===== config.mk =====
export PLATFORM = sky130hd
export DESIGN_NAME = int_to_ascii_radix
export DESIGN_NICKNAME = d
export VERILOG_FILES = /design/src/sv/iar_pkg.sv /design/src/sv/iar_front.sv /design/src/sv/iar_fifo.sv /design/src/sv/iar_back.sv /design/src/sv/int_to_ascii_radix.sv
export SDC_FILE = /design/constraint.sdc
export NUM_CORES = 1
export LEC_CHECK = 0
export CORE_MARGIN = 1
export CORE_UTILIZATION = 58
export CTS_BUF_LIST = sky130_fd_sc_hd__clkbuf_8
export CTS_CLUSTER_DIAMETER = 30
export DETAILED_ROUTE_END_ITERATION = 8
export DONT_BUFFER_PORTS = 1
export PLACE_DENSITY = 0.7
export SYNTH_ARGS = -nofsm -noshare
export SYNTH_HDL_FRONTEND = slang
export SYNTH_SLANG_ARGS = --single-unit

===== constraint.sdc =====
create_clock -name i_clk -period 23.9 [get_ports i_clk]
set_clock_uncertainty 0.1 [all_clocks]
set_input_delay 2.39 -clock i_clk [delete_from_list [all_inputs] [get_ports i_clk]]
set_output_delay 2.39 -clock i_clk [all_outputs]
set_load 0.02 [all_outputs]

===== src/sv/iar_pkg.sv =====
// Shared types, constants and helpers for the integer to ASCII converter.
`default_nettype none

package iar_pkg;

    localparam int unsigned VAL_W      = 64;
    localparam int unsigned BCD_W      = 80;
    localparam int unsigned CNT_W      = 7;
    localparam int unsigned DEC_DIGITS = 20;
    localparam int unsigned HEX_DIGITS = 16;
    localparam int unsigned BIN_DIGITS = 64;
    localparam int unsigned Q_DEPTH    = 2;

    localparam logic [7:0] CHAR_ZERO = 8'h30;
    localparam logic [7:0] CHAR_A    = 8'h41;
    localparam logic [7:0] CHAR_NINE = 8'h39;
    localparam logic [7:0] CHAR_F    = 8'h46;
    localparam logic [3:0] DEC_BASE  = 4'd10;

    localparam logic [1:0] CODE_BIN  = 2'd0;
    localparam logic [1:0] CODE_DEC  = 2'd1;
    localparam logic [1:0] CODE_HEX  = 2'd2;
    localparam logic [1:0] CODE_RSVD = 2'd3;

    typedef enum logic [1:0] {
        RADIX_BIN,
        RADIX_DEC,
        RADIX_HEX
    } t_radix;

    typedef enum logic [1:0] {
        ST_IDLE,
        ST_CONV,
        ST_EMIT
    } t_state;

    typedef struct packed {
        logic [VAL_W-1:0] mag;
        t_radix           radix;
        logic             neg;
    } t_job;

    typedef struct packed {
        logic full;
        logic empty;
    } t_q_stat;

    function automatic logic [7:0] digit_to_ascii(input logic [3:0] d);
        logic [7:0] ch;
        if (d < DEC_BASE) begin
            ch = CHAR_ZERO + {4'd0, d};
        end else begin
            ch = CHAR_A + {4'd0, d - DEC_BASE};
        end
        return ch;
    endfunction

endpackage

`default_nettype wire


===== src/sv/iar_front.sv =====
// Front end: accepts a value, derives sign, magnitude and radix.
`default_nettype none

module iar_front (
    input  wire logic                       i_in_valid,
    output logic                            o_in_ready,
    input  wire logic [63:0]                i_value,
    input  wire logic                       i_is_unsigned,
    input  wire logic                       i_is_long,
    input  wire logic [1:0]                 i_base_code,
    input  wire iar_pkg::t_q_stat           i_q_stat,
    output logic                            o_push,
    output iar_pkg::t_job                   o_job
);
    import iar_pkg::*;

    logic [VAL_W-1:0] w_val;
    logic [VAL_W-1:0] w_neg64;
    logic [31:0]      w_neg32;

    assign w_val   = i_is_long ? i_value : {32'd0, i_value[31:0]};
    assign w_neg64 = '0 - w_val;
    assign w_neg32 = 32'd0 - w_val[31:0];

    always_comb begin
        o_job.neg = 1'b0;
        o_job.mag = w_val;
        if (!i_is_unsigned) begin
            if (i_is_long) begin
                o_job.neg = w_val[VAL_W-1];
                o_job.mag = w_val[VAL_W-1] ? w_neg64 : w_val;
            end else begin
                o_job.neg = w_val[31];
                o_job.mag = w_val[31] ? {32'd0, w_neg32} : w_val;
            end
        end
        unique case (i_base_code)
            CODE_BIN: o_job.radix = RADIX_BIN;
            CODE_DEC: o_job.radix = RADIX_DEC;
            default:  o_job.radix = RADIX_HEX;
        endcase
    end

    assign o_in_ready = !i_q_stat.full;
    assign o_push     = i_in_valid && !i_q_stat.full;

endmodule

`default_nettype wire


===== src/sv/iar_fifo.sv =====
// Two-entry job queue between front end and digit generator.
`default_nettype none

module iar_fifo (
    input  wire logic             i_clk,
    input  wire logic             i_rst_n,
    input  wire logic             i_push,
    input  wire iar_pkg::t_job    i_job,
    input  wire logic             i_pop,
    output iar_pkg::t_job         o_job,
    output logic                  o_valid,
    output iar_pkg::t_q_stat      o_stat
);
    import iar_pkg::*;

    t_job       r_mem [Q_DEPTH];
    logic       r_wr_ptr;
    logic       r_rd_ptr;
    logic [1:0] r_count;
    logic       n_wr_ptr;
    logic       n_rd_ptr;
    logic [1:0] n_count;

    always_comb begin
        n_wr_ptr = r_wr_ptr;
        n_rd_ptr = r_rd_ptr;
        n_count  = r_count;
        if (i_push) begin
            n_wr_ptr = !r_wr_ptr;
        end
        if (i_pop) begin
            n_rd_ptr = !r_rd_ptr;
        end
        if (i_push && !i_pop) begin
            n_count = r_count + 2'd1;
        end else if (i_pop && !i_push) begin
            n_count = r_count - 2'd1;
        end
    end

    always_ff @(posedge i_clk) begin
        if (!i_rst_n) begin
            r_wr_ptr <= 1'b0;
            r_rd_ptr <= 1'b0;
            r_count  <= 2'd0;
        end else begin
            r_wr_ptr <= n_wr_ptr;
            r_rd_ptr <= n_rd_ptr;
            r_count  <= n_count;
        end
    end

    always_ff @(posedge i_clk) begin
        if (i_push) begin
            r_mem[r_wr_ptr] <= i_job;
        end
    end

    assign o_job        = r_mem[r_rd_ptr];
    assign o_valid      = (r_count != 2'd0);
    assign o_stat.full  = (r_count == 2'(Q_DEPTH));
    assign o_stat.empty = (r_count == 2'd0);

endmodule

`default_nettype wire


===== src/sv/iar_back.sv =====
// Back end: binary to BCD conversion for decimal jobs and most-significant-first digit output.
`default_nettype none

module iar_back (
    input  wire logic             i_clk,
    input  wire logic             i_rst_n,
    input  wire iar_pkg::t_job    i_job,
    input  wire logic             i_job_valid,
    output logic                  o_job_pop,
    output logic                  o_out_valid,
    input  wire logic             i_out_ready,
    output logic [7:0]            o_char_code,
    output logic                  o_minus_first,
    output logic                  o_last_char
);
    import iar_pkg::*;

    t_state           r_state;
    t_state           n_state;
    logic [BCD_W-1:0] r_dig;
    logic [BCD_W-1:0] n_dig;
    logic [VAL_W-1:0] r_bin;
    logic [VAL_W-1:0] n_bin;
    logic [CNT_W-1:0] r_cnt;
    logic [CNT_W-1:0] n_cnt;
    logic             r_started;
    logic             n_started;
    logic             r_neg;
    logic             n_neg;
    t_radix           r_rad;
    t_radix           n_rad;
    logic             r_ov;
    logic             n_ov;
    logic [7:0]       r_char;
    logic [7:0]       n_char;
    logic             r_minus;
    logic             n_minus;
    logic             r_last;
    logic             n_last;

    logic [BCD_W-1:0] w_adj;
    logic [3:0]       w_top;
    logic             w_adv;
    logic             w_emit;

    always_comb begin
        for (int i = 0; i < DEC_DIGITS; i++) begin
            w_adj[i*4 +: 4] = (r_dig[i*4 +: 4] >= 4'd5) ? r_dig[i*4 +: 4] + 4'd3
                                                          : r_dig[i*4 +: 4];
        end
    end

    assign w_top  = (r_rad == RADIX_BIN) ? {3'd0, r_dig[BCD_W-1]} : r_dig[BCD_W-1 -: 4];
    assign w_adv  = !r_ov || i_out_ready;
    assign w_emit = (w_top != 4'd0) || r_started || (r_cnt == CNT_W'(1));

    always_comb begin
        n_state = r_state;
        unique case (r_state)
            ST_IDLE: begin
                if (i_job_valid) begin
                    n_state = (i_job.radix == RADIX_DEC) ? ST_CONV : ST_EMIT;
                end
            end
            ST_CONV: begin
                if (r_cnt == CNT_W'(1)) begin
                    n_state = ST_EMIT;
                end
            end
            ST_EMIT: begin
                if (w_adv && r_cnt == CNT_W'(1)) begin
                    n_state = ST_IDLE;
                end
            end
            default: n_state = ST_IDLE;
        endcase
    end

    always_comb begin
        n_dig     = r_dig;
        n_bin     = r_bin;
        n_cnt     = r_cnt;
        n_started = r_started;
        n_neg     = r_neg;
        n_rad     = r_rad;
        n_ov      = r_ov && !i_out_ready;
        n_char    = r_char;
        n_minus   = r_minus;
        n_last    = r_last;
        o_job_pop = 1'b0;
        unique case (r_state)
            ST_IDLE: begin
                o_job_pop = i_job_valid;
                if (i_job_valid) begin
                    n_neg     = i_job.neg;
                    n_rad     = i_job.radix;
                    n_started = 1'b0;
                    if (i_job.radix == RADIX_DEC) begin
                        n_bin = i_job.mag;
                        n_dig = '0;
                        n_cnt = CNT_W'(BIN_DIGITS);
                    end else begin
                        n_dig = {i_job.mag, 16'd0};
                        n_cnt = (i_job.radix == RADIX_BIN) ? CNT_W'(BIN_DIGITS)
                                                           : CNT_W'(HEX_DIGITS);
                    end
                end
            end
            ST_CONV: begin
                n_dig = {w_adj[BCD_W-2:0], r_bin[VAL_W-1]};
                n_bin = {r_bin[VAL_W-2:0], 1'b0};
                n_cnt = (r_cnt == CNT_W'(1)) ? CNT_W'(DEC_DIGITS) : r_cnt - CNT_W'(1);
            end
            ST_EMIT: begin
                if (w_adv) begin
                    n_dig = (r_rad == RADIX_BIN) ? {r_dig[BCD_W-2:0], 1'b0}
                                                 : {r_dig[BCD_W-5:0], 4'd0};
                    n_cnt = r_cnt - CNT_W'(1);
                    if (w_emit) begin
                        n_ov      = 1'b1;
                        n_char    = digit_to_ascii(w_top);
                        n_minus   = r_neg && !r_started;
                        n_last    = (r_cnt == CNT_W'(1));
                        n_started = 1'b1;
                    end
                end
            end
            default: ;
        endcase
    end

    always_ff @(posedge i_clk) begin
        if (!i_rst_n) begin
            r_state <= ST_IDLE;
            r_ov    <= 1'b0;
        end else begin
            r_state <= n_state;
            r_ov    <= n_ov;
        end
    end

    always_ff @(posedge i_clk) begin
        r_dig     <= n_dig;
        r_bin     <= n_bin;
        r_cnt     <= n_cnt;
        r_started <= n_started;
        r_neg     <= n_neg;
        r_rad     <= n_rad;
        r_char    <= n_char;
        r_minus   <= n_minus;
        r_last    <= n_last;
    end

    assign o_out_valid   = r_ov;
    assign o_char_code   = r_char;
    assign o_minus_first = r_minus;
    assign o_last_char   = r_last;

endmodule

`default_nettype wire


===== src/sv/int_to_ascii_radix.sv =====
// Top level: integer to ASCII digit converter for base 2, 10 and 16.
//
//  channel | direction | handshake                 | payload
//  --------+-----------+---------------------------+-------------------------------------------
//  in      | input     | i_in_valid / o_in_ready   | i_value, i_is_unsigned, i_is_long, i_base_code
//  out     | output    | o_out_valid / i_out_ready | o_char_code, o_minus_first, o_last_char
//
// One transaction in yields 1 to 64 digit transactions out, most significant first.
// A decimal item goes through one load, 64 double-dabble shifts in the BCD converter
// and 20 digit slots; hex and binary items go from the load straight to their digit slots.
// The front end keeps taking items into a two-entry queue while the back end works.
// A stalled output holds the digit generator; reset is synchronous, active low.
`default_nettype none

module int_to_ascii_radix (
    input  wire logic        i_clk,
    input  wire logic        i_rst_n,
    input  wire logic        i_in_valid,
    output logic             o_in_ready,
    input  wire logic [63:0] i_value,
    input  wire logic        i_is_unsigned,
    input  wire logic        i_is_long,
    input  wire logic [1:0]  i_base_code,
    output logic             o_out_valid,
    input  wire logic        i_out_ready,
    output logic [7:0]       o_char_code,
    output logic             o_minus_first,
    output logic             o_last_char
);
    import iar_pkg::*;

    t_job    w_push_job;
    t_job    w_pop_job;
    logic    w_push;
    logic    w_pop;
    logic    w_q_valid;
    t_q_stat w_q_stat;

    iar_front u_front (
        .i_in_valid    (i_in_valid),
        .o_in_ready    (o_in_ready),
        .i_value       (i_value),
        .i_is_unsigned (i_is_unsigned),
        .i_is_long     (i_is_long),
        .i_base_code   (i_base_code),
        .i_q_stat      (w_q_stat),
        .o_push        (w_push),
        .o_job         (w_push_job)
    );

    iar_fifo u_fifo (
        .i_clk   (i_clk),
        .i_rst_n (i_rst_n),
        .i_push  (w_push),
        .i_job   (w_push_job),
        .i_pop   (w_pop),
        .o_job   (w_pop_job),
        .o_valid (w_q_valid),
        .o_stat  (w_q_stat)
    );

    iar_back u_back (
        .i_clk         (i_clk),
        .i_rst_n       (i_rst_n),
        .i_job         (w_pop_job),
        .i_job_valid   (w_q_valid),
        .o_job_pop     (w_pop),
        .o_out_valid   (o_out_valid),
        .i_out_ready   (i_out_ready),
        .o_char_code   (o_char_code),
        .o_minus_first (o_minus_first),
        .o_last_char   (o_last_char)
    );

    a_q_stat: assert property (@(posedge i_clk) disable iff (!i_rst_n)
        !(w_q_stat.full && w_q_stat.empty))
        else $error("queue reports full and empty together");

    a_no_neg_zero: assert property (@(posedge i_clk) disable iff (!i_rst_n)
        (o_out_valid && o_minus_first) |-> (o_char_code != CHAR_ZERO))
        else $error("negative run starts with a zero digit");

    a_digit_range: assert property (@(posedge i_clk) disable iff (!i_rst_n)
        o_out_valid |-> ((o_char_code >= CHAR_ZERO && o_char_code <= CHAR_NINE) ||
                         (o_char_code >= CHAR_A && o_char_code <= CHAR_F)))
        else $error("digit outside 0-9 and A-F");

    a_pop_empty: assert property (@(posedge i_clk) disable iff (!i_rst_n)
        w_pop |-> !w_q_stat.empty)
        else $error("job popped from an empty queue");

endmodule

`default_nettype wire


After elaboration in Yosys (flattened, before gate mapping)
Memories as Yosys holds them, arrays and structs flattened. A register that Yosys moved wholly into a read port is not among the register bits.
Index checks and enable logic that the tools add are counted.
{"block": "word_totals", "in_bits": 72, "wordCells": 172, "memories": 1, "ram_bits": 134, "output_inout_bits": 12, "ff_bits": 172}
{"name": "u_fifo.r_mem", "depth": 2, "width": 67, "rd": 1, "rd_clocked_by_memory_dff": 1, "write_ports": 1, "line": "iar_fifo.sv:16", "source": "t_job r_mem [Q_DEPTH];"}
{"block": "classes", "n_eq_ne": 12, "add_sub_neg": 28, "n_lt_le_gt_ge": 21, "n_mux": 63, "n_reduce_logical": 33}
{"cell": "$mux W64", "n": 7}
{"cell": "$mux W80", "n": 4}
{"cell": "$pmux W80 S3", "n": 1}
{"cell": "$pmux W64 S2", "n": 1}
{"cell": "$ge A4 B3 Y1 const B", "n": 20}
{"cell": "$mux W4", "n": 20}
{"cell": "$add A4 B2 Y4 const B", "n": 19}
{"cell": "$sub A1 B64 Y64 const A", "n": 1}
{"cell": "$mux W7", "n": 5}
{"cell": "$sub A1 B32 Y32 const A", "n": 1}
{"cell": "$pmux W7 S3", "n": 1}
{"cell": "$mux W1", "n": 13}
{"cell": "$mux W2", "n": 6}
{"cell": "$ne A2 B1 Y1 const B", "n": 6}
{"cell": "$reduce_and A3 Y1", "n": 4}
{"cell": "$add A7 B4 Y8 const A", "n": 1}
{"cell": "$logic_not A1 Y1", "n": 8}
{"cell": "$logic_not A2 Y1", "n": 4}
{"cell": "$mux W8", "n": 1}
{"cell": "$reduce_bool A2 Y1", "n": 4}
{"cell": "$add A6 B4 Y7 const A", "n": 1}
{"cell": "$eq A7 B1 Y1 const B", "n": 1}
{"cell": "$sub A7 B1 Y7 const B", "n": 1}
{"cell": "$eq A2 B1 Y1 const B", "n": 3}
{"cell": "16 further kinds", "n": 24}

Depth between registers and ports, before layout
{"block": "depth", "word_depth": 8, "mapped_depth": 10, "ltp_nobuf": 8}

By module
From an unflattened synthesis, not the netlist that was laid out.
{"block": "hier_totals", "cells_unflattened": 1411, "area_unflattened_um2": 17359.1}
{"mod": "iar_back", "n_inst": 1, "area_each_um2": 10342.4, "seq_area_each_um2": 4984.8, "cells_per_inst": 888}
{"mod": "iar_fifo", "n_inst": 1, "area_each_um2": 5172.5, "seq_area_each_um2": 4124.0, "cells_per_inst": 231}
{"mod": "iar_front", "n_inst": 1, "area_each_um2": 1844.3, "seq_area_each_um2": 0.0, "cells_per_inst": 292}

Worst setup path before layout
Ideal clock, no wire load.
{"block": "synth_path", "kind": "input to register", "startpoint": "input i_out_ready", "endpoint": "register u_back.r_cnt[0] (enable)", "setup_slack_ps": 14261, "setup_time_ps": 662, "arrival_ps": 8877, "path_stages": 2, "n_path_buf": 0, "required_time_ps": 23138, "path_cell_list": "nor2b_1 > a211oi_1"}
{"block": "synth_between", "elab_chain_cells": 3}
{"element": "start: declaration", "line": "int_to_ascii_radix.sv:25", "source": "input wire logic i_out_ready,"}
{"element": "$logic_or A1 B1 Y1", "line": "iar_back.sv:54", "source": "assign w_adv = !r_ov || i_out_ready;"}
{"element": "$ne A2 B1 Y1 (no line)"}
{"element": "$reduce_and A3 Y1 (no line)"}
{"element": "end signal: assignment", "line": "iar_back.sv:145", "source": "r_cnt <= n_cnt;"}
{"element": "end: declaration", "line": "iar_back.sv:24", "source": "logic [CNT_W-1:0] r_cnt;"}
No other way between the ends.
A chain may end at the register's enable or synchronous reset.

==> flow_summary.ini <==
[routing]
firstDrtPassIters = 8
ant_nets = 0
drc = 0
detail_route.wl_per_cell_microns = 21.1
via_per_inst = 6.29
wl_mm = 42.9
drt_iter0_markers = 1163
num_vias = 12800

[grt]
grt_max_degree = 77
grt_antenna_before_repair = 0
gr-total-overflow = 0
grt_pass1_wl_mm = 67.0
grt.total_usage_pct = 28.1
grt_pass1_vias = 12200

[floorplanning]
pin_count = 84
initial_utilization_pct = 58.8
die-area_sq_um = 30700
die_height_microns = 175
core_area_sq_um = 29600
dieWidth_microns = 175
rows = 63

[synthesis]
synth_fp_nets = 1714
synthAdderAreaFrac_pct = 3.73
synth_area_sq_um = 17400
yosysUniqueCellTypes = 73
synth.area.mux_share_pct = 9.64
synth_compound_area_share_pct = 14.4
synth_flop_cell = edfxtp_1
synth_edf_count = 298
yosys_warnings = 0
syn_inst = 1590
syn_avg_cell_area_sq_um = 11.0
async_flop_share_pct = 0
synth-simple-area-share_pct = 13.7
yosysSeqAreaShare_pct = 52.3
ys_seq_elements = 306
synth_top_family_by_area = compound AO/OA/AOI/OAI gates
synth_xor_area_share_pct = 3.01

[sta]
hold_violations = 0
rsz0062_at_grt = false
fin_crit_ns = 4.43
finalSetupTns_ns = 0
drv_slew = 0
clock.fmax_mhz = 226
maxSlewHeadroom_pct = 28.8
layout_setup_ws_ns = 19.47
setup_viol = 0
period_share_pct = 18.5
tightest_slew_ns = 1.07
timing.hold.ws_ns = 0.413

[setup_path]
required_ns = 24.11
rr_worst_depth = 6
crit_end = u_fifo.r_mem[0][63]
reg2reg_slack_ns = 20.19
crit_cells = 7
crit_path_start = i_value[1]
timing.rr.start = u_back.r_state[0]
critical_path.slowest_cell = or3_1
cp_max_fo = 7
timing.rr.end = u_back.r_dig[76]
cp_cell_sequence = inv_1 > ha_1 > nor3b_2 > nand4b_1 > or3_1 > mux2i_1 > or3b_1
critPathArrivalTime_ns = 4.64
cp_top_family = simple AND/OR/NAND/NOR gates
slowest_delay_ns = 0.56
worst-path-buf-inv = 1
start_kind = primary input
crit_path_end_kind = flop
crit_type = in2reg

[clocking]
cts_resized = 0
cts_made_buffers = 71
clkTransAtPathRegs_ns = 0.05
worstSkewPairLatency_ns = 0.59
ctsHoldBuffers = 0
cts_max_level = 3
root_buffer = clkbuf_8
clock_sink_count = 306
postCtsSetupRepairBufs = 0
cts_tree = yes
clk_path_buf_depth = 3

[power_and_ir_drop]
cellLeakagePower_nw = 6.93
ir_drop_uv = 82.2
p_per_area_nw_per_um2 = 132

[job]
drv_cap = 0

[hold_path]
whs_path_depth = 1
hp-class = reg2reg

[place]
place.port_buffers = 0
dp_slack_ns = 18.92
dp_cells = 1908
dp_hpwl_mm = 28.6
gp_congestion = 0.926

[final_layout]
postLayoutCoreUtil_pct = 65.5
final_layout_size_suffix_gt1_share_pct = 14.5
antenna_cells = 0
nNetsFinal = 1715
area_growth_pct = 11.4
instances_no_fill = 2039

[outcome]
status = complete, no violations
area by class of cell:
type,instances,area [sq um]
clock buffers,73,1000
well taps,390,488
flip-flops and latches,306,9110
fillers,2365,10200
multi-input cells,1135,7820
clock inverters,58,631
inverters,60,226
repair buffers,17,128
synth_stat cells (4+ instances only):
master | n | share of area (%)
edfxtp_1 | 298 | 51
nand2_1 | 169 | 3.6
o21ai_0 | 130 | 3.7
a21oi_1 | 96 | 2.8
nor2_1 | 91 | 2.0
mux2_2 | 79 | 5.1
mux2i_1 | 79 | 4.5
clkbuf_1 | 67 | 1.4
inv_1 | 59 | 1.3
ha_1 | 52 | 3.7
xnor2_1 | 41 | 2.1
nand2b_1 | 35 | 1.3
a22oi_1 | 26 | 1.1
o22ai_1 | 25 | 0.90
nand3_1 | 24 | 0.69
nor3_1 | 24 | 0.69
nor3b_1 | 24 | 1.0
buf_1 | 19 | 0.41
xor2_1 | 19 | 0.95
a2bb2oi_1 | 17 | 0.85
nor4_1 | 17 | 0.61
a32oi_1 | 15 | 0.75
nand4_1 | 11 | 0.39
o221ai_1 | 11 | 0.55
or3_1 | 11 | 0.39
o211ai_1 | 10 | 0.43
o31ai_1 | 10 | 0.43
a31oi_1 | 9 | 0.32
and2_1 | 9 | 0.32
dfxtp_1 | 8 | 0.92
o41ai_1 | 8 | 0.40
and3_1 | 7 | 0.25
a21o_1 | 6 | 0.26
a31o_2 | 6 | 0.30
nand3b_1 | 5 | 0.22
nor2b_1 | 5 | 0.18
nor4_2 | 5 | 0.36
a211oi_1 | 4 | 0.17
a21boi_0 | 4 | 0.17
nor4_4 | 4 | 0.49
o21a_1 | 4 | 0.17
or4_1 | 4 | 0.17
where the power goes:
| group | switching (mW) | total [mW] | leakage [nW] | internal [mW] |
|---|---|---|---|---|
| sequential | 0.121 | 0.952 | 2.92 | 0.831 |
| clock | 0.256 | 0.687 | 0.870 | 0.431 |
| combinational | 0.573 | 0.928 | 3.14 | 0.355 |
| total | 0.950 | 2.57 | 6.93 | 1.62 |
layer usage:
layer	global-route usage [%]	up-vias	share of wire [%]
li1	-	6019	-
met1	41.0	6229	45
met2	42.2	497	45
met3	5.78	78	7.8
met4	8.55	0	2.0
met5	0	-	0
cell usage in the layout (no fill, tap or decap), types with 10 or more instances in the layout:
| cell | count |
|---|---|
| nand2b_1 | 35 |
| xor2_1 | 19 |
| a32oi_1 | 14 |
| buf_4 | 17 |
| mux2i_1 | 79 |
| nor2_1 | 89 |
| o31ai_1 | 10 |
| nand2_1 | 169 |
| nor3b_1 | 24 |
| ha_1 | 51 |
| clkbuf_8 | 73 |
| a22oi_1 | 26 |
| nor4_1 | 17 |
| nand3_1 | 24 |
| a2bb2oi_1 | 17 |
| o22ai_1 | 24 |
| o221ai_1 | 11 |
| nand4_1 | 11 |
| mux2_2 | 79 |
| edfxtp_1 | 298 |
| a21oi_1 | 96 |
| o21ai_0 | 130 |
| clkinv_2 | 10 |
| nor3_1 | 24 |
| xnor2_1 | 41 |
| inv_1 | 72 |
| o211ai_1 | 10 |
| or3_1 | 11 |
| bufinv_16 | 13 |
through the flow:
stage | power, mW | cell area, sq um
final | 2.57 | 19400
after global routing | 2.73 | 19400
after CTS | 2.57 | 19400
after detailed placement | 1.88 | 17800
after global placement | 1.85 | 17800
after floorplan | 1.66 | 17400
worst register-to-register path: cells and delay by family, from the launching register on:
kind / cells / cell delay (ns)
AO/OA/AOI/OAI: 1 / 0.47
adder cells (fa/ha/maj): 1 / 0.58
buffers and inverters: 3 / 1.06
flip-flops: 1 / 0.39
AND/OR/NAND/NOR: 1 / 0.90
cells by family (layout without fill, tap and decap cells):
logic type | count (synthesis) | count (layout)
simple gates | 462 | 462
compound gates | 402 | 402
flops | 306 | 306
mux | 158 | 158
buf+inv | 149 | 208
xor+xnor | 60 | 60
fa+ha+maj | 52 | 52
other cells | 1 | 1
sequential cells by signal (all words and copies together) (netlist names), 2 cells and up, named ones only:
name,cells
u_fifo.r_mem,134
u_back.r_dig,80
u_fifo.r_count,2
u_back.r_rad,2
u_back.r_bin,64
u_back.o_char_code,7
u_back.r_state,2
u_back.r_cnt,7
worst min-delay path by stage:
stage | start | to | slack [ns]
6_report | u_back.r_started | u_back.o_minus_first | 0.41
5_1_grt | u_back.r_started | u_back.o_minus_first | 0.45
4_1_cts | u_back.r_started | u_back.o_minus_first | 0.42
3_5_place_dp | u_back.r_state[1] | u_back.r_state[1] | 0.41
3_3_place_gp | u_back.r_state[1] | u_back.r_state[1] | 0.41
2_1_floorplan | u_back.r_state[1] | u_back.r_state[1] | 0.39
Note: power is estimated with default switching activity, not from simulation.
